[src/rtl/core/b64_pkg.sv]
// Shared types, character constants and alphabet functions of the Base64 stream codec.
// Has no dependencies; every other file of the codec but b64_stream_ifs uses it by scoped names.
package b64_pkg;

  // Configuration register indexes.
  localparam int unsigned RegDecodeMode = 0;
  localparam int unsigned RegCount      = 1;

  // Results one input item can cause at most.
  localparam int unsigned MaxResults = 4;

  localparam logic [7:0] CharPad   = 8'h3D;  // '='
  localparam logic [7:0] CharPlus  = 8'h2B;  // '+'
  localparam logic [7:0] CharSlash = 8'h2F;  // '/'
  localparam logic [7:0] CharUpA   = 8'h41;  // 'A'
  localparam logic [7:0] CharUpZ   = 8'h5A;  // 'Z'
  localparam logic [7:0] CharLoA   = 8'h61;  // 'a'
  localparam logic [7:0] CharLoZ   = 8'h7A;  // 'z'
  localparam logic [7:0] CharZero  = 8'h30;  // '0'
  localparam logic [7:0] CharNine  = 8'h39;  // '9'

  typedef struct packed {
    logic [7:0] data_out;
    logic       has_data;
    logic       last_out;
  } res_t;

  typedef struct packed {
    logic [2:0]       count;
    res_t [3:0]       res;
  } group_t;

  typedef struct packed {
    logic decode_mode;
    logic clear;
  } cfg_t;

  typedef struct packed {
    logic       valid;
    logic [5:0] value;
  } sextet_t;

  // Maps a 6-bit group to its character of the standard alphabet.
  function automatic logic [7:0] enc_char(logic [5:0] v);
    logic [7:0] r;
    priority if (v < 6'd26) begin
      r = CharUpA + {2'b00, v};
    end else if (v < 6'd52) begin
      r = CharLoA + {2'b00, v} - 8'd26;
    end else if (v < 6'd62) begin
      r = CharZero + {2'b00, v} - 8'd52;
    end else if (v == 6'd62) begin
      r = CharPlus;
    end else begin
      r = CharSlash;
    end
    return r;
  endfunction

  // Maps a character back to its 6-bit value; valid is low outside the alphabet.
  function automatic sextet_t dec_char(logic [7:0] c);
    sextet_t r;
    r = '0;
    priority if (c >= CharUpA && c <= CharUpZ) begin
      r.valid = 1'b1;
      r.value = 6'(c - CharUpA);
    end else if (c >= CharLoA && c <= CharLoZ) begin
      r.valid = 1'b1;
      r.value = 6'(c - CharLoA + 8'd26);
    end else if (c >= CharZero && c <= CharNine) begin
      r.valid = 1'b1;
      r.value = 6'(c - CharZero + 8'd52);
    end else if (c == CharPlus) begin
      r.valid = 1'b1;
      r.value = 6'd62;
    end else if (c == CharSlash) begin
      r.valid = 1'b1;
      r.value = 6'd63;
    end else begin
      r.valid = 1'b0;
    end
    return r;
  endfunction

endpackage

[src/rtl/core/b64_stream_ifs.sv]
// Valid/ready stream interfaces of the Base64 codec: byte input and result output.
// Stand-alone; a transfer happens at a rising edge with valid and ready both high.
interface b64_in_if;
  logic       valid;
  logic       ready;
  logic [7:0] data_in;
  logic       end_of_message;

  modport source (output valid, data_in, end_of_message, input ready);
  modport sink (input valid, data_in, end_of_message, output ready);
endinterface

interface b64_out_if;
  logic       valid;
  logic       ready;
  logic [7:0] data_out;
  logic       has_data;
  logic       last_out;

  modport source (output valid, data_out, has_data, last_out, input ready);
  modport sink (input valid, data_out, has_data, last_out, output ready);
endinterface

[src/rtl/core/b64_cfg_regs.sv]
// APB-style configuration register of the Base64 codec (decode_mode).
// Depends on b64_pkg; a write also asks the core to clear its message state.
module b64_cfg_regs (
  input  logic          clk_i,
  input  logic          rst_ni,
  input  logic          psel,
  input  logic          penable,
  input  logic          pwrite,
  input  logic [2:0]    paddr,
  input  logic [31:0]   pwdata,
  output logic [31:0]   prdata,
  output logic          pready,
  output b64_pkg::cfg_t cfg_o
);

  logic decode_mode_q, decode_mode_d;
  logic hit_mode;
  logic wr_mode;

  assign pready   = 1'b1;
  assign hit_mode = (paddr[2] == 1'(b64_pkg::RegDecodeMode));
  assign wr_mode  = psel && penable && pwrite && pready && hit_mode;

  assign decode_mode_d = wr_mode ? pwdata[0] : decode_mode_q;

  always_ff @(posedge clk_i or negedge rst_ni) begin
    if (!rst_ni) begin
      decode_mode_q <= 1'b0;
    end else begin
      decode_mode_q <= decode_mode_d;
    end
  end

  always_comb begin
    prdata = '0;
    if (psel && hit_mode) begin
      prdata = {31'b0, decode_mode_q};
    end
  end

  assign cfg_o.decode_mode = decode_mode_q;
  assign cfg_o.clear       = wr_mode;

endmodule

[src/rtl/core/b64_core.sv]
// Input register, message state and per-item result logic of the Base64 codec.
// Depends on b64_pkg and b64_in_if; hands a group of up to four results onward.
module b64_core (
  input  logic              clk_i,
  input  logic              rst_ni,
  input  b64_pkg::cfg_t     cfg_i,
  b64_in_if.sink            in_if,
  input  logic              load_ready_i,
  output logic              load_valid_o,
  output b64_pkg::group_t   group_o
);

  logic       valid_q;
  logic [7:0] data_q;
  logic       eom_q;

  // Message state: position within a 3-byte (encode) or 4-character (decode) group,
  // the previous byte or sextet, and whether padding has been met.
  logic [1:0] phase_q, phase_d;
  logic [7:0] prev_q, prev_d;
  logic       pad_q, pad_d;

  logic       advance;
  logic [7:0] chars [4];
  logic [2:0] n;
  b64_pkg::sextet_t sx;

  assign advance      = valid_q && load_ready_i;
  assign in_if.ready  = !valid_q || load_ready_i;
  assign load_valid_o = advance;

  always_ff @(posedge clk_i or negedge rst_ni) begin
    if (!rst_ni) begin
      valid_q <= 1'b0;
    end else if (in_if.ready) begin
      valid_q <= in_if.valid;
    end
  end

  always_ff @(posedge clk_i) begin
    if (in_if.ready && in_if.valid) begin
      data_q <= in_if.data_in;
      eom_q  <= in_if.end_of_message;
    end
  end

  always_comb begin
    phase_d = phase_q;
    prev_d  = prev_q;
    pad_d   = pad_q;
    n       = 3'd0;
    sx      = b64_pkg::dec_char(data_q);
    for (int i = 0; i < 4; i++) begin
      chars[i] = b64_pkg::CharPad;
    end

    if (!cfg_i.decode_mode) begin
      prev_d = data_q;
      unique case (phase_q)
        2'd0: begin
          chars[0] = b64_pkg::enc_char(data_q[7:2]);
          chars[1] = b64_pkg::enc_char({data_q[1:0], 4'b0000});
          n        = eom_q ? 3'd4 : 3'd1;
          phase_d  = 2'd1;
        end
        2'd1: begin
          chars[0] = b64_pkg::enc_char({prev_q[1:0], data_q[7:4]});
          chars[1] = b64_pkg::enc_char({data_q[3:0], 2'b00});
          n        = eom_q ? 3'd3 : 3'd1;
          phase_d  = 2'd2;
        end
        default: begin
          chars[0] = b64_pkg::enc_char({prev_q[3:0], data_q[7:6]});
          chars[1] = b64_pkg::enc_char(data_q[5:0]);
          n        = 3'd2;
          phase_d  = 2'd0;
        end
      endcase
    end else if (!pad_q) begin
      if (data_q == b64_pkg::CharPad) begin
        pad_d = 1'b1;
      end else if (sx.valid) begin
        prev_d  = {2'b00, sx.value};
        phase_d = phase_q + 2'd1;
        unique case (phase_q)
          2'd0: n = 3'd0;
          2'd1: begin
            chars[0] = {prev_q[5:0], sx.value[5:4]};
            n        = 3'd1;
          end
          2'd2: begin
            chars[0] = {prev_q[3:0], sx.value[5:2]};
            n        = 3'd1;
          end
          default: begin
            chars[0] = {prev_q[1:0], sx.value};
            n        = 3'd1;
          end
        endcase
      end
    end

    for (int i = 0; i < 4; i++) begin
      group_o.res[i].data_out = chars[i];
      group_o.res[i].has_data = 1'b1;
      group_o.res[i].last_out = eom_q && (3'(i) + 3'd1 == n);
    end
    group_o.count = n;

    if (eom_q) begin
      // An end item that causes no data still closes the message with a marker.
      if (n == 3'd0) begin
        group_o.res[0].data_out = '0;
        group_o.res[0].has_data = 1'b0;
        group_o.res[0].last_out = 1'b1;
        group_o.count           = 3'd1;
      end
      phase_d = 2'd0;
      pad_d   = 1'b0;
    end
  end

  always_ff @(posedge clk_i or negedge rst_ni) begin
    if (!rst_ni) begin
      phase_q <= 2'd0;
      pad_q   <= 1'b0;
    end else if (cfg_i.clear) begin
      phase_q <= 2'd0;
      pad_q   <= 1'b0;
    end else if (advance) begin
      phase_q <= phase_d;
      pad_q   <= pad_d;
    end
  end

  always_ff @(posedge clk_i) begin
    if (advance) begin
      prev_q <= prev_d;
    end
  end

endmodule

[src/rtl/core/b64_out_buf.sv]
// Result buffer of the Base64 codec: holds one group, sends one result per cycle while ready.
// Depends on b64_pkg and b64_out_if.
module b64_out_buf (
  input  logic            clk_i,
  input  logic            rst_ni,
  input  logic            load_valid_i,
  input  b64_pkg::group_t group_i,
  output logic            load_ready_o,
  b64_out_if.source       out_if
);

  b64_pkg::res_t slots_q [4];
  logic [2:0]    cnt_q;
  logic          pop;

  assign out_if.valid    = (cnt_q != 3'd0);
  assign out_if.data_out = slots_q[0].data_out;
  assign out_if.has_data = slots_q[0].has_data;
  assign out_if.last_out = slots_q[0].last_out;

  assign pop          = out_if.valid && out_if.ready;
  // A new group may come in as the final result of the current one leaves.
  assign load_ready_o = (cnt_q == 3'd0) || ((cnt_q == 3'd1) && out_if.ready);

  always_ff @(posedge clk_i or negedge rst_ni) begin
    if (!rst_ni) begin
      cnt_q <= 3'd0;
    end else if (load_valid_i) begin
      cnt_q <= group_i.count;
    end else if (pop) begin
      cnt_q <= cnt_q - 3'd1;
    end
  end

  always_ff @(posedge clk_i) begin
    if (load_valid_i) begin
      for (int i = 0; i < 4; i++) begin
        slots_q[i] <= group_i.res[i];
      end
    end else if (pop) begin
      for (int i = 0; i < 3; i++) begin
        slots_q[i] <= slots_q[i+1];
      end
    end
  end

endmodule

[src/rtl/core/base64_stream_codec.sv]
// Top level of the streaming Base64 codec (standard alphabet, encode and decode).
// Depends on b64_pkg, b64_stream_ifs, b64_cfg_regs, b64_core and b64_out_buf.
//
//   port       role     transfer moves
//   ---------  -------  ---------------------------------------------
//   in_if      sink     one byte or character, end_of_message flag
//   out_if     source   one character or byte, has_data, last_out
//   APB        slave    decode_mode register at byte address 0
//
// An item is held in the input register; its results, up to four, then leave the output
// buffer one per cycle while out_if is ready, so the output buffer sets the rate. An item
// has zero to two results mid-message and up to four at a message end; a new group loads
// as the last result leaves. A stalled output holds the buffer and, once it is full, the input.
// Reset clears the handshake state, the group position, the padding flag and decode_mode; no clearing pass.
module base64_stream_codec (
  input  logic        clk_i,
  input  logic        rst_ni,
  input  logic        psel,
  input  logic        penable,
  input  logic        pwrite,
  input  logic [2:0]  paddr,
  input  logic [31:0] pwdata,
  output logic [31:0] prdata,
  output logic        pready,
  b64_in_if.sink      in_if,
  b64_out_if.source   out_if
);

  b64_pkg::cfg_t   cfg;
  b64_pkg::group_t group;
  logic            load_valid;
  logic            load_ready;

  b64_cfg_regs u_cfg (
    .clk_i   (clk_i),
    .rst_ni  (rst_ni),
    .psel    (psel),
    .penable (penable),
    .pwrite  (pwrite),
    .paddr   (paddr),
    .pwdata  (pwdata),
    .prdata  (prdata),
    .pready  (pready),
    .cfg_o   (cfg)
  );

  b64_core u_core (
    .clk_i        (clk_i),
    .rst_ni       (rst_ni),
    .cfg_i        (cfg),
    .in_if        (in_if),
    .load_ready_i (load_ready),
    .load_valid_o (load_valid),
    .group_o      (group)
  );

  b64_out_buf u_out_buf (
    .clk_i        (clk_i),
    .rst_ni       (rst_ni),
    .load_valid_i (load_valid),
    .group_i      (group),
    .load_ready_o (load_ready),
    .out_if       (out_if)
  );

endmodule
[src/flat_wrapper.sv]
// flat-port wrapper written by rule: the top's interface ports become plain ports
module base64_stream_codec_flat 
  (clk_i, rst_ni, psel, penable, pwrite, paddr, pwdata, prdata, pready, in_if_valid, in_if_data_in, in_if_end_of_message, in_if_ready, out_if_valid, out_if_data_out, out_if_has_data, out_if_last_out, out_if_ready);
  b64_in_if in_if_i ();
  b64_out_if out_if_i ();
  input  logic clk_i;
  input  logic rst_ni;
  input  logic psel;
  input  logic penable;
  input  logic pwrite;
  input  logic [2:0] paddr;
  input  logic [31:0] pwdata;
  output logic [31:0] prdata;
  output logic pready;
  input wire logic [$bits(in_if_i.valid)-1:0] in_if_valid;
  input wire logic [$bits(in_if_i.data_in)-1:0] in_if_data_in;
  input wire logic [$bits(in_if_i.end_of_message)-1:0] in_if_end_of_message;
  output wire logic [$bits(in_if_i.ready)-1:0] in_if_ready;
  output wire logic [$bits(out_if_i.valid)-1:0] out_if_valid;
  output wire logic [$bits(out_if_i.data_out)-1:0] out_if_data_out;
  output wire logic [$bits(out_if_i.has_data)-1:0] out_if_has_data;
  output wire logic [$bits(out_if_i.last_out)-1:0] out_if_last_out;
  input wire logic [$bits(out_if_i.ready)-1:0] out_if_ready;
  assign in_if_i.valid = in_if_valid;
  assign in_if_i.data_in = in_if_data_in;
  assign in_if_i.end_of_message = in_if_end_of_message;
  assign in_if_ready = in_if_i.ready;
  assign out_if_valid = out_if_i.valid;
  assign out_if_data_out = out_if_i.data_out;
  assign out_if_has_data = out_if_i.has_data;
  assign out_if_last_out = out_if_i.last_out;
  assign out_if_i.ready = out_if_ready;
  base64_stream_codec u_core (.clk_i(clk_i), .rst_ni(rst_ni), .psel(psel), .penable(penable), .pwrite(pwrite), .paddr(paddr), .pwdata(pwdata), .prdata(prdata), .pready(pready), .in_if(in_if_i), .out_if(out_if_i));
endmodule
[config.mk]
export PLATFORM = sky130hd
export DESIGN_NAME = base64_stream_codec_flat
export DESIGN_NICKNAME = d
export VERILOG_FILES = /design/src/rtl/core/b64_pkg.sv /design/src/rtl/core/b64_stream_ifs.sv /design/src/rtl/core/b64_cfg_regs.sv /design/src/rtl/core/b64_core.sv /design/src/rtl/core/b64_out_buf.sv /design/src/rtl/core/base64_stream_codec.sv /design/src/flat_wrapper.sv
export SDC_FILE = /design/constraint.sdc
export NUM_CORES = 1
export LEC_CHECK = 0
export ABC_CLOCK_PERIOD_IN_PS = 3100
export BUFFER_PORTS_ARGS = -buffer_cell sky130_fd_sc_hd__buf_2
export CAP_MARGIN = 20
export CORE_ASPECT_RATIO = 2
export CORE_MARGIN = 3
export CORE_UTILIZATION = 40
export CTS_CLUSTER_SIZE = 14
export DETAILED_ROUTE_END_ITERATION = 8
export GPL_TIMING_DRIVEN = 0
export SYNTH_ARGS = -nofsm -noshare
export SYNTH_HDL_FRONTEND = slang
export SYNTH_SLANG_ARGS = --single-unit
export TNS_END_PERCENT = 1
[constraint.sdc]
create_clock -name clk_i -period 3.1 [get_ports clk_i]
set_input_delay 0.62 -clock clk_i [delete_from_list [all_inputs] [get_ports clk_i]]
set_output_delay 0.62 -clock clk_i [all_outputs]
set_load 0.05 [all_outputs]
==> results.md, run 1 <==
* Outcome: finished clean
* CTS tree: done
* LEAKAGE at 2.430 nW
* Final min period at 3044 ps
* Commonest cells post-synth: nand2_1, a21oi_1, o21ai_0, nor2_1, edfxtp_1
* Area of the multi-input gates at 0.003408 sq mm
* Vias in the first global route at 5192
* Die area at 0.01346 sq mm
* #FFs+latches synth at 44
* Syn_area_per_cell at 7.812 sq um
* Die Span Y at 161.1 um
* Critical R2R Capture: u_core.u_out_buf.slots_q[0][6]$_DFFE_PP_
* Final antenna diode count at 0
* Routed WL at 18370 um
* TritonRoute pass-1 iters at 5
* Initial Util at 40.88%
* Layout cell share with drive strength beyond 1 at 26.68%
* Power Density at 870.1 mW/mm^2
* Layout area overhead at 26.42%
* Vias after detailed routing at 5296
* Post-synth cell types at 74
* Max cap viols at 0
* Clk root buf: clkbuf_16
* # port buffers at 30
* Unrepaired setup endpoints after global routing: true
* Peak supply drop at 0.5188 mV
* FP Rows at 56
* Clock skew at 11.87 ps
* Clock Path Buffers at 2
* FMAX at 328.5 MHz
* Initial antenna violation count at 0
* Sequential area share after synthesis at 26.63%
* H-tree depth at 2
* Number of synthesized flops with an enable pin at 36
* Slew headroom at 41.81%
* Die Wd at 83.56 um
* Pins Over Slew Limit at 0
* Mapped cell area at 0.004812 sq mm
* Crit path max fanout at 10
* Clock Latency Late Sink at 300 ps
* Placed Cells at 821
* TritonCTS buffer count at 5
* Post-synth top flop: edfxtp_1
* Period Utilization, post-route at 98.21%
* Clock slew at reported path FFs at 70 ps
* First-pass GRT wire length at 28210 um
* Most numerous cell in the Yosys netlist: nand2_1
* Routed length per instance at 21.33 um
* Largest cells by area after synthesis: edfxtp_1, ha_1, nand2_1
* Synth top area share at 22.46%
* DRC Markers at 0
* Worst path arrival time at 3080 ps
* Fin. Hold Viols at 0
* Async set-reset flop share out of synthesis at 18.18%
* Cell count of the worst reg-to-reg path at 10
* Hold Crit Class: in2async
* Io pins at 96
* Register area at 0.001281 sq mm
* Yosys warnings at 0
* Final nets at 799
* Gr usage total at 26.64%
* Final Util at 51.68%
* Setup crit start kind: flip-flop
* Reg2reg start: u_core.u_core.data_q[4]$_DFFE_PP_
* Final ANT Viol Nets at 0
* Pin count of the biggest net entering global routing at 22
* Placed wire-length estimate at 13760 um
* Fill cells at 1171
* Gpl congestion at 0.9841
* Core ar. at 0.01177 sq mm
* Vias per inst at 6.151
* Non-filler cells, final at 861
* Total congestion overflow at 0
* CP endpoint kind: flip-flop
* Critical Path RT at 3140 ps
* Slew @ Worst Pin at 863.7 ps
* Iter 0 DRT Violations at 507
* Post-synth top area cell: edfxtp_1
* Setup Viol. Count Final at 0
* Mapped Cells at 616
* Worst R2R Setup Slack at 60 ps
* CTS sink count at 44
* Critical path class: reg2reg
## critical path: stages (launching register included)
cell and delay [ps]:
edfxtp_1 430, buf_4 170, ha_1 330, a21o_1 260
a21oi_4 310, a31oi_1 120, o21a_1 140, o311ai_0 480
nand4_1 320, o21ai_1 160, o31ai_1 70
## state kept, by name (all words and copies together) (netlist names)
| register | flops |
|---|---|
| u_core.u_out_buf.slots_q | 21 |
| u_core.u_core.data_q | 8 |
| u_core.u_core.prev_q | 6 |
| u_core.u_out_buf.cnt_q | 3 |
| u_core.u_core.phase_q | 2 |
| u_core.u_cfg.decode_mode_q | 1 |
| u_core.u_core.eom_q | 1 |
| u_core.u_core.pad_q | 1 |
| u_core.u_core.valid_q | 1 |
## cell families after synthesis
kind of cell / synth area share, %
flip-flops: 26.63
other: 0.1561
adder cells (fa/ha/maj): 8.580
AO/OA/AOI/OAI: 29.15
AND/OR/NAND/NOR: 21.16
XOR/XNOR: 2.366
buffers and inverters: 10.92
multiplexers: 1.040
## worst max-delay path by stage
stage | start | endpoint | slack (ps)
final | u_core.u_core.data_q[4]$_DFFE_PP_ | u_core.u_out_buf.slots_q[0][6]$_DFFE_PP_ | 60
after floorplan | u_core.u_core.data_q[6]$_DFFE_PP_ | u_core.u_out_buf.slots_q[0][5]$_DFFE_PP_ | 80
after global routing | u_core.u_core.data_q[1]$_DFFE_PP_ | u_core.u_out_buf.slots_q[0][2]$_DFFE_PP_ | -70
after global placement | u_core.u_core.data_q[6]$_DFFE_PP_ | u_core.u_out_buf.slots_q[0][3]$_DFFE_PP_ | -810
after CTS | u_core.u_core.data_q[3]$_DFFE_PP_ | u_core.u_out_buf.slots_q[0][4]$_DFFE_PP_ | -5
after detailed placement | u_core.u_core.data_q[6]$_DFFE_PP_ | u_core.u_out_buf.slots_q[0][3]$_DFFE_PP_ | -800
## metal layers
| metal | routed length, um | GRT usage (%) |
|---|---|---|
| met3 | 1246 | 3.471 |
| met5 | 0 | 0 |
| met4 | 1955 | 24.16 |
| met1 | 5919 | 26.39 |
| met2 | 9244 | 47.33 |
## report_power, final
group          switching (W)  total [W]  internal [W]
combinational        0.00245    0.00361       0.00116
sequential          0.000114    0.00105      0.000937
clock               0.000250   0.000634      0.000384
## timing repair
item                       4_1_cts  5_1_grt
gates resized for setup         68       46
buffers inserted                27        8
gates cloned                     0        1
setup endpoints to repair       26       20
hold buffers                     0        0
pin swaps                       10       12
## layout make-up
type	instances	share of cell area, %
buffer	71	8.165
clock buffer	5	2.057
clock inverter	3	0.7610
inverter	27	2.098
multi-input combinational	501	56.03
sequential	44	21.06
tap	145	2.982
timing repair buffer	65	6.849
## cells in the final DEF, fill, tap and decap left out, types with 7 or more instances in the layout
cell type / n
o21ai_0: 41
nor3_1: 20
nor2_1: 39
and3_1: 7
a21oi_1: 41
conb_1: 32
a31oi_1: 12
o211ai_1: 10
buf_4: 67
edfxtp_1: 36
dfrtp_1: 8
inv_1: 13
nand2_1: 74
a221oi_1: 7
nand3_1: 25
buf_2: 32
xnor2_1: 10
o31ai_1: 8
buf_6: 7
clkbuf_2: 8
ha_4: 7
clkbuf_1: 14
ha_1: 22
## through the flow
step                total power, W  hold WS [ps]  setup TNS [ps]  cell area (sq um)  setup WS, ps
global placement          0.004138         483.1          -11380               5258        -809.6
CTS                       0.005083         170.0          -5.346               5897        -5.346
global route              0.005576         177.3          -116.1               6083        -72.36
floorplan                 0.003248         324.4               0               4926         79.60
finish                    0.005293         160.5               0               6083         55.57
detailed placement        0.004158         484.3          -11860               5258        -802.1
Power figures use the tool's default switching activity.
==> run 2: changes to the inputs <==
--- a/config.mk
+++ b/config.mk
@@ -10,10 +10,11 @@
 export CAP_MARGIN = 20
 export CORE_ASPECT_RATIO = 2
 export CORE_MARGIN = 3
-export CORE_UTILIZATION = 40
+export CORE_UTILIZATION = 51
 export CTS_CLUSTER_SIZE = 14
 export DETAILED_ROUTE_END_ITERATION = 8
 export GPL_TIMING_DRIVEN = 0
+export PLACE_DENSITY = 0.78
 export SYNTH_ARGS = -nofsm -noshare
 export SYNTH_HDL_FRONTEND = slang
 export SYNTH_SLANG_ARGS = --single-unit
==> run 2 against run 1 <==
Compared with the run above: the flow now finishes with violations (setup timing); setup slack got worse by 78 ps; sequential share of layout area rose by 0.61 points; maximum frequency fell by 2.5%; worst hold slack improved by 2.5 ps; register-to-register slack got worse by 80 ps; first-iteration DRC count rose by 10%; combinational power fell by 2%; power fell by 1.5%; global-route usage rose by 7.7 points; non-clock buffer count fell by 4; sequential cell count did not move; critical endpoint is now u_core.u_out_buf.slots_q[0][5]$_DFFE_PP_; highest routed layer unchanged.
==> results.md, run 2 (same netlist as run 1, synthesis figures left out) <==
* Worst R2R Setup Slack at -20 ps
* Clock Path Buffers at 2
* Failing checks: setup timing
* Clk root buf: clkbuf_16
* Crit path largest cell delay at 370 ps
* Die Span Y at 143.4 um
* DRC Markers at 0
* Routed WL at 18040 um
* CTS sink count at 44
* Gpl congestion at 0.9860
* CP max-delay cell: edfxtp_1
* Critical path class: reg2reg
* Final antenna diode count at 0
* CP endpoint kind: flip-flop
* Power Density at 881.8 mW/mm^2
* Critical Path RT at 3140 ps
* Period Utilization, post-route at 100.7%
* Cts hold-fix bufs at 0
* # port buffers at 30
* Pin count of the biggest net entering global routing at 22
* First-pass GRT wire length at 27440 um
* Most frequent cells in the layout: nand2_1, buf_4, o21ai_0
* Fin Hold WS at 162.9 ps
* Final ANT Viol Nets at 0
* Total power at 0.005214 W
* Critical R2R Capture: u_core.u_out_buf.slots_q[0][5]$_DFFE_PP_
* Total congestion overflow at 0
* Hold Crit Class: in2async
* Initial Util at 53.03%
* TritonCTS buffer count at 5
* Max cap viols at 0
* Worst path arrival time at 3160 ps
* Pins Over Slew Limit at 0
* Worst slack, placed at -824.2 ps
* Reg2reg start: u_core.u_core.prev_q[0]$_DFFE_PP_
* Vias per inst at 6.551
* Layout cell share with drive strength beyond 1 at 24.47%
* Slew @ Worst Pin at 959.8 ps
* Peak supply drop at 0.4168 mV
* FP Rows at 49
* Die area at 0.01071 sq mm
* Clock slew at reported path FFs at 60 ps
* Setup crit start kind: flip-flop
* Non-filler cells, final at 813
* Setup Viol. Count Final at 3
* Biggest regs: u_core.u_out_buf.slots_q (21), u_core.u_core.data_q (8), u_core.u_core.prev_q (6)
* Final nets at 794
* Most common cell after layout, fill and taps aside: nand2_1
* Crit path max fanout at 10
* Top reg by flops: u_core.u_out_buf.slots_q
* FMAX at 320.3 MHz
* Die Wd at 74.69 um
* CP cell instances: buf_2 > clkinvlp_4 > ha_1 > a21o_1 > a21oi_1 > clkbuf_2 > mux2i_1 > a21oi_1 > o21ai_1 > a31oi_2 > a32o_1
* Cell count of the worst reg-to-reg path at 11
* Final Util at 65.17%
* TritonRoute pass-1 iters at 6
* Vias after detailed routing at 5326
* Setup WS post-layout at -22.22 ps
* Top cell by count, worst path: a21oi_1
* Clock skew at 3.572 ps
* Routed length per instance at 22.19 um
* Layout area overhead at 22.88%
* H-tree depth at 2
* Critical path buffers and inverters at 3
* Slew headroom at 35.52%
* Top Family by Delay on Critical Path: compound AO/OA/AOI/OAI gates
* Io pins at 96
* Fin. Hold Viols at 0
* Vias in the first global route at 5130
* Outcome: finished with violations
* Core ar. at 0.009074 sq mm
* Initial antenna violation count at 0
* Placed Cells at 778
* Placed wire-length estimate at 13650 um
* Max reg flops at 21
* Iter 0 DRT Violations at 560
* Gr usage total at 34.38%
* Unrepaired setup endpoints after global routing: true
* Clock Latency Late Sink at 290 ps
* LEAKAGE at 2.394 nW
* Final min period at 3122 ps
* CTS tree: done
[run 2: changes by cell type in the layout (fill, tap and decap cells not counted), moves of 2 or more]
cell        previous run  this run
buf_1                  2         4
clkbuf_8               3         1
buf_6                  7         9
ha_1                  22        26
nor3_2                 4         2
clkbuf_1              14        19
buf_4                 67        60
clkinvlp_4             4         6
inv_6                  2         0
ha_4                   7         2
clkbuf_2               8         5
clkbuf_4               2         0
[run 2: routing by layer]
layer,vias up,global-route usage (%),routed length [um]
met3,107,6.793,1182
met1,2463,34.36,6032
met5,-,0,0
met4,0,25.05,1680
met2,329,60.46,9144
li1,2427,-,-
[run 2: worst max-delay path by stage]
stage / startpoint / endpoint / slack, ps / cells after the start
CTS: u_core.u_core.data_q[6]$_DFFE_PP_ / u_core.u_out_buf.slots_q[0][4]$_DFFE_PP_ / -170 / 13
global placement: u_core.u_core.data_q[6]$_DFFE_PP_ / u_core.u_out_buf.slots_q[0][3]$_DFFE_PP_ / -790 / 13
finish: u_core.u_core.prev_q[0]$_DFFE_PP_ / u_core.u_out_buf.slots_q[0][5]$_DFFE_PP_ / -20 / 11
global route: u_core.u_core.data_q[3]$_DFFE_PP_ / u_core.u_out_buf.slots_q[0][5]$_DFFE_PP_ / -120 / 12
floorplan: u_core.u_core.data_q[6]$_DFFE_PP_ / u_core.u_out_buf.slots_q[0][5]$_DFFE_PP_ / 80 / 13
detailed placement: u_core.u_core.data_q[6]$_DFFE_PP_ / u_core.u_out_buf.slots_q[0][3]$_DFFE_PP_ / -820 / 13
[run 2: area by class of cell]
class	count	area [sq um]
Tap cell	102	127.6
Inverter	27	131.4
Sequential cell	44	1281
Timing Repair Buffer	58	360.3
Clock inverter	2	38.79
Buffer	74	503.0
Fill cell	793	3161
Multi-Input combinational cell	500	3332
Clock buffer	6	138.9
[run 2: what timing repair did]
action	4_1_cts	5_1_grt
pin swaps	12	9
buffers inserted	10	18
setup endpoints to repair	27	21
endpoints found under the hold margin	0	0
gates resized for setup	49	46
[run 2: per-stage QoR]
step,setup TNS [ps],cell area (sq um)
2_1_floorplan,0,4926
3_3_place_gp,-11490,5204
3_5_place_dp,-11700,5204
4_1_cts,-896.6,5649
5_1_grt,-769.0,5913
6_report,-47.49,5913
[run 2: power breakdown]
part           switching (W)  total, W  internal (W)
clock               0.000224  0.000628      0.000403
sequential          0.000117   0.00105      0.000938
combinational        0.00242   0.00353       0.00111
total                0.00276   0.00521       0.00245
==> run 3: changes to the inputs <==
--- a/config.mk
+++ b/config.mk
@@ -5,16 +5,16 @@
 export SDC_FILE = /design/constraint.sdc
 export NUM_CORES = 1
 export LEC_CHECK = 0
-export ABC_CLOCK_PERIOD_IN_PS = 3100
+export ABC_CLOCK_PERIOD_IN_PS = 4000
 export BUFFER_PORTS_ARGS = -buffer_cell sky130_fd_sc_hd__buf_2
 export CAP_MARGIN = 20
 export CORE_ASPECT_RATIO = 2
 export CORE_MARGIN = 3
-export CORE_UTILIZATION = 51
+export CORE_UTILIZATION = 55
 export CTS_CLUSTER_SIZE = 14
 export DETAILED_ROUTE_END_ITERATION = 8
 export GPL_TIMING_DRIVEN = 0
-export PLACE_DENSITY = 0.78
+export PLACE_DENSITY = 0.8
 export SYNTH_ARGS = -nofsm -noshare
 export SYNTH_HDL_FRONTEND = slang
 export SYNTH_SLANG_ARGS = --single-unit
==> constraint.sdc (replaced) <==
create_clock -name clk_i -period 4 [get_ports clk_i]
set_input_delay 0.8 -clock clk_i [delete_from_list [all_inputs] [get_ports clk_i]]
set_output_delay 0.8 -clock clk_i [all_outputs]
set_load 0.05 [all_outputs]
==> run 3 against run 2 <==
Compared with the run above: the flow finishes with violations (DRC); critical endpoint is now u_core.u_out_buf.slots_q[0][4]$_DFFE_PP_; global-route usage is 0.42 points lower; first-iteration DRC count is 15% higher; power is 28% lower.
==> results.md, run 3 (same netlist as run 1, synthesis figures left out) <==
* Outcome: finished with violations
* Failing checks: DRC
* Total congestion overflow at 0
* Most frequent cells in the layout: nand2_1, a21oi_1, nor2_1, o21ai_0
* # port buffers at 30
* Pin count of the biggest net entering global routing at 22
* Fill cells at 774
* Post-DP Area at 0.005197 sq mm
* Post-CTS sizing at 0
* Initial antenna violation count at 0
* Post-CTS setup buffer count at 0
* Final Util at 63.90%
* FMAX at 261.1 MHz
* CP max-delay cell: edfxtp_1
* Hold Crit Class: in2async
* Finished Cell Area at 0.005374 sq mm
* TritonCTS buffer count at 5
* Placed wire-length estimate at 13590 um
* Iter 0 DRT Violations at 642
* First-pass GRT wire length at 25970 um
* Final ANT Viol Nets at 0
* Clk root buf: clkbuf_16
* Gpl congestion at 1.018
* Pins Over Slew Limit at 0
* Clock Latency Late Sink at 290 ps
* Die area at 0.009976 sq mm
* CTS tree: done
* CP endpoint kind: flip-flop
* Vias per inst at 6.650
* Vias in the first global route at 4926
* Final antenna diode count at 0
* Peak supply drop at 0.2954 mV
* Top reg by flops: u_core.u_out_buf.slots_q
* Vias after detailed routing at 5194
* FP Rows at 47
* Fin. Hold Viols at 0
* Die Span Y at 138.3 um
* Crit path largest cell delay at 430 ps
* Setup crit start kind: flip-flop
* Layout area overhead at 11.67%
* Max reg flops at 21
* CP cell instances: buf_4 > clkbuf_1 > inv_2 > ha_1 > buf_2 > inv_1 > nor2_1 > nand4_1 > and3_1 > a211oi_2 > o22ai_2 > a31o_1 > o31ai_1
* Die Wd at 72.14 um
* Gr usage total at 33.96%
* H-tree depth at 2
* Clock skew at 4.463 ps
* Routed length per instance at 22.19 um
* Core ar. at 0.008409 sq mm
* Worst Setup SP: u_core.u_core.data_q[6]$_DFFE_PP_
* Max cap viols at 0
* Clock Path Buffers at 2
* Setup Viol. Count Final at 0
* Unrepaired setup endpoints after global routing: true
* Total power at 0.003763 W
* Reg2reg start: u_core.u_core.data_q[6]$_DFFE_PP_
* Slew headroom at 31.05%
* Layout cell share with drive strength beyond 1 at 14.35%
* Clock slew at reported path FFs at 70 ps
* Cts hold-fix bufs at 0
* Critical path buffers and inverters at 5
* Routed WL at 17330 um
* Io pins at 96
* Power Density at 700.2 mW/mm^2
* LEAKAGE at 2.193 nW
* CTS sink count at 44
* DRC Markers at 1
* Final nets at 766
* Worst path arrival time at 3940 ps
* Final min period at 3829 ps
* Crit path max fanout at 10
* Critical Path RT at 4110 ps
* Slew @ Worst Pin at 1026 ps
* Top Family by Delay on Critical Path: compound AO/OA/AOI/OAI gates
* Most common cell after layout, fill and taps aside: nand2_1
* Biggest regs: u_core.u_out_buf.slots_q (21), u_core.u_core.data_q (8), u_core.u_core.prev_q (6)
* Period Utilization, post-route at 95.73%
* Initial Util at 57.22%
* Placed Cells at 774
* Non-filler cells, final at 781
* TritonRoute pass-1 iters at 8
* Critical path class: reg2reg
-- run 3: changes by cell type in the layout (fill, tap and decap cells not counted), moves of 4 or more --
| cell | previous run | this run |
|---|---|---|
| clkbuf_2 | 5 | 1 |
| buf_6 | 9 | 1 |
| ha_1 | 26 | 33 |
| nor2_1 | 39 | 43 |
| a21oi_1 | 40 | 44 |
| clkbuf_1 | 19 | 28 |
| ha_2 | 5 | 0 |
| clkinvlp_4 | 6 | 1 |
| buf_4 | 60 | 34 |
| inv_1 | 12 | 22 |
-- run 3: layer usage --
| metal | up-vias | global-route usage, % | wire, um |
|---|---|---|---|
| li1 | 2378 | - | - |
| met1 | 2327 | 33.73 | 5557 |
| met2 | 391 | 59.21 | 8853 |
| met3 | 98 | 4.797 | 1344 |
| met4 | 0 | 28.54 | 1575 |
| met5 | - | 0 | 0 |
-- run 3: final cells by class --
type	count	area (sq um)	share of cell area [%]
tap	98	122.6	2.282
multi-input combinational	500	3126	58.16
clock buffer	5	125.1	2.328
timing repair buffer	30	150.1	2.794
inverter	27	101.3	1.886
clock inverter	3	46.29	0.8615
buffer	74	421.7	7.846
sequential	44	1281	23.84
-- run 3: worst paths after layout --
check	cells past startpoint	to	slack, ps
hold / removal	1	u_core.u_core.phase_q[1]$_DFFE_PN0P_	340
hold reg to reg	2	u_core.u_out_buf.slots_q[2][0]$_DFFE_PP_	550
min in group clk_i	2	u_core.u_out_buf.slots_q[2][0]$_DFFE_PP_	550
setup / recovery	13	u_core.u_out_buf.slots_q[0][4]$_DFFE_PP_	170
setup reg to reg	13	u_core.u_out_buf.slots_q[0][4]$_DFFE_PP_	170
max in group asynchronous	1	u_core.u_core.valid_q$_DFFE_PN0N_	3480
-- run 3: per-stage QoR --
stage / TNS (ps) / setup WS (ps) / hold WS [ps]
6_report: 0 / 170.8 / 344.0
2_1_floorplan: 0 / 893.1 / 489.3
4_1_cts: 0 / 117.2 / 347.8
3_3_place_gp: 0 / 184.7 / 510.1
3_5_place_dp: 0 / 141.3 / 520.2
5_1_grt: -55.35 / -55.35 / 346.6
-- run 3: power by group --
part           internal [W]  total [W]  leakage, nW  switching [W]
combinational      0.000700    0.00246         1.68        0.00176
clock              0.000297   0.000486       0.0804       0.000189
sequential         0.000727   0.000819        0.437      0.0000922
total               0.00172    0.00376         2.19        0.00204
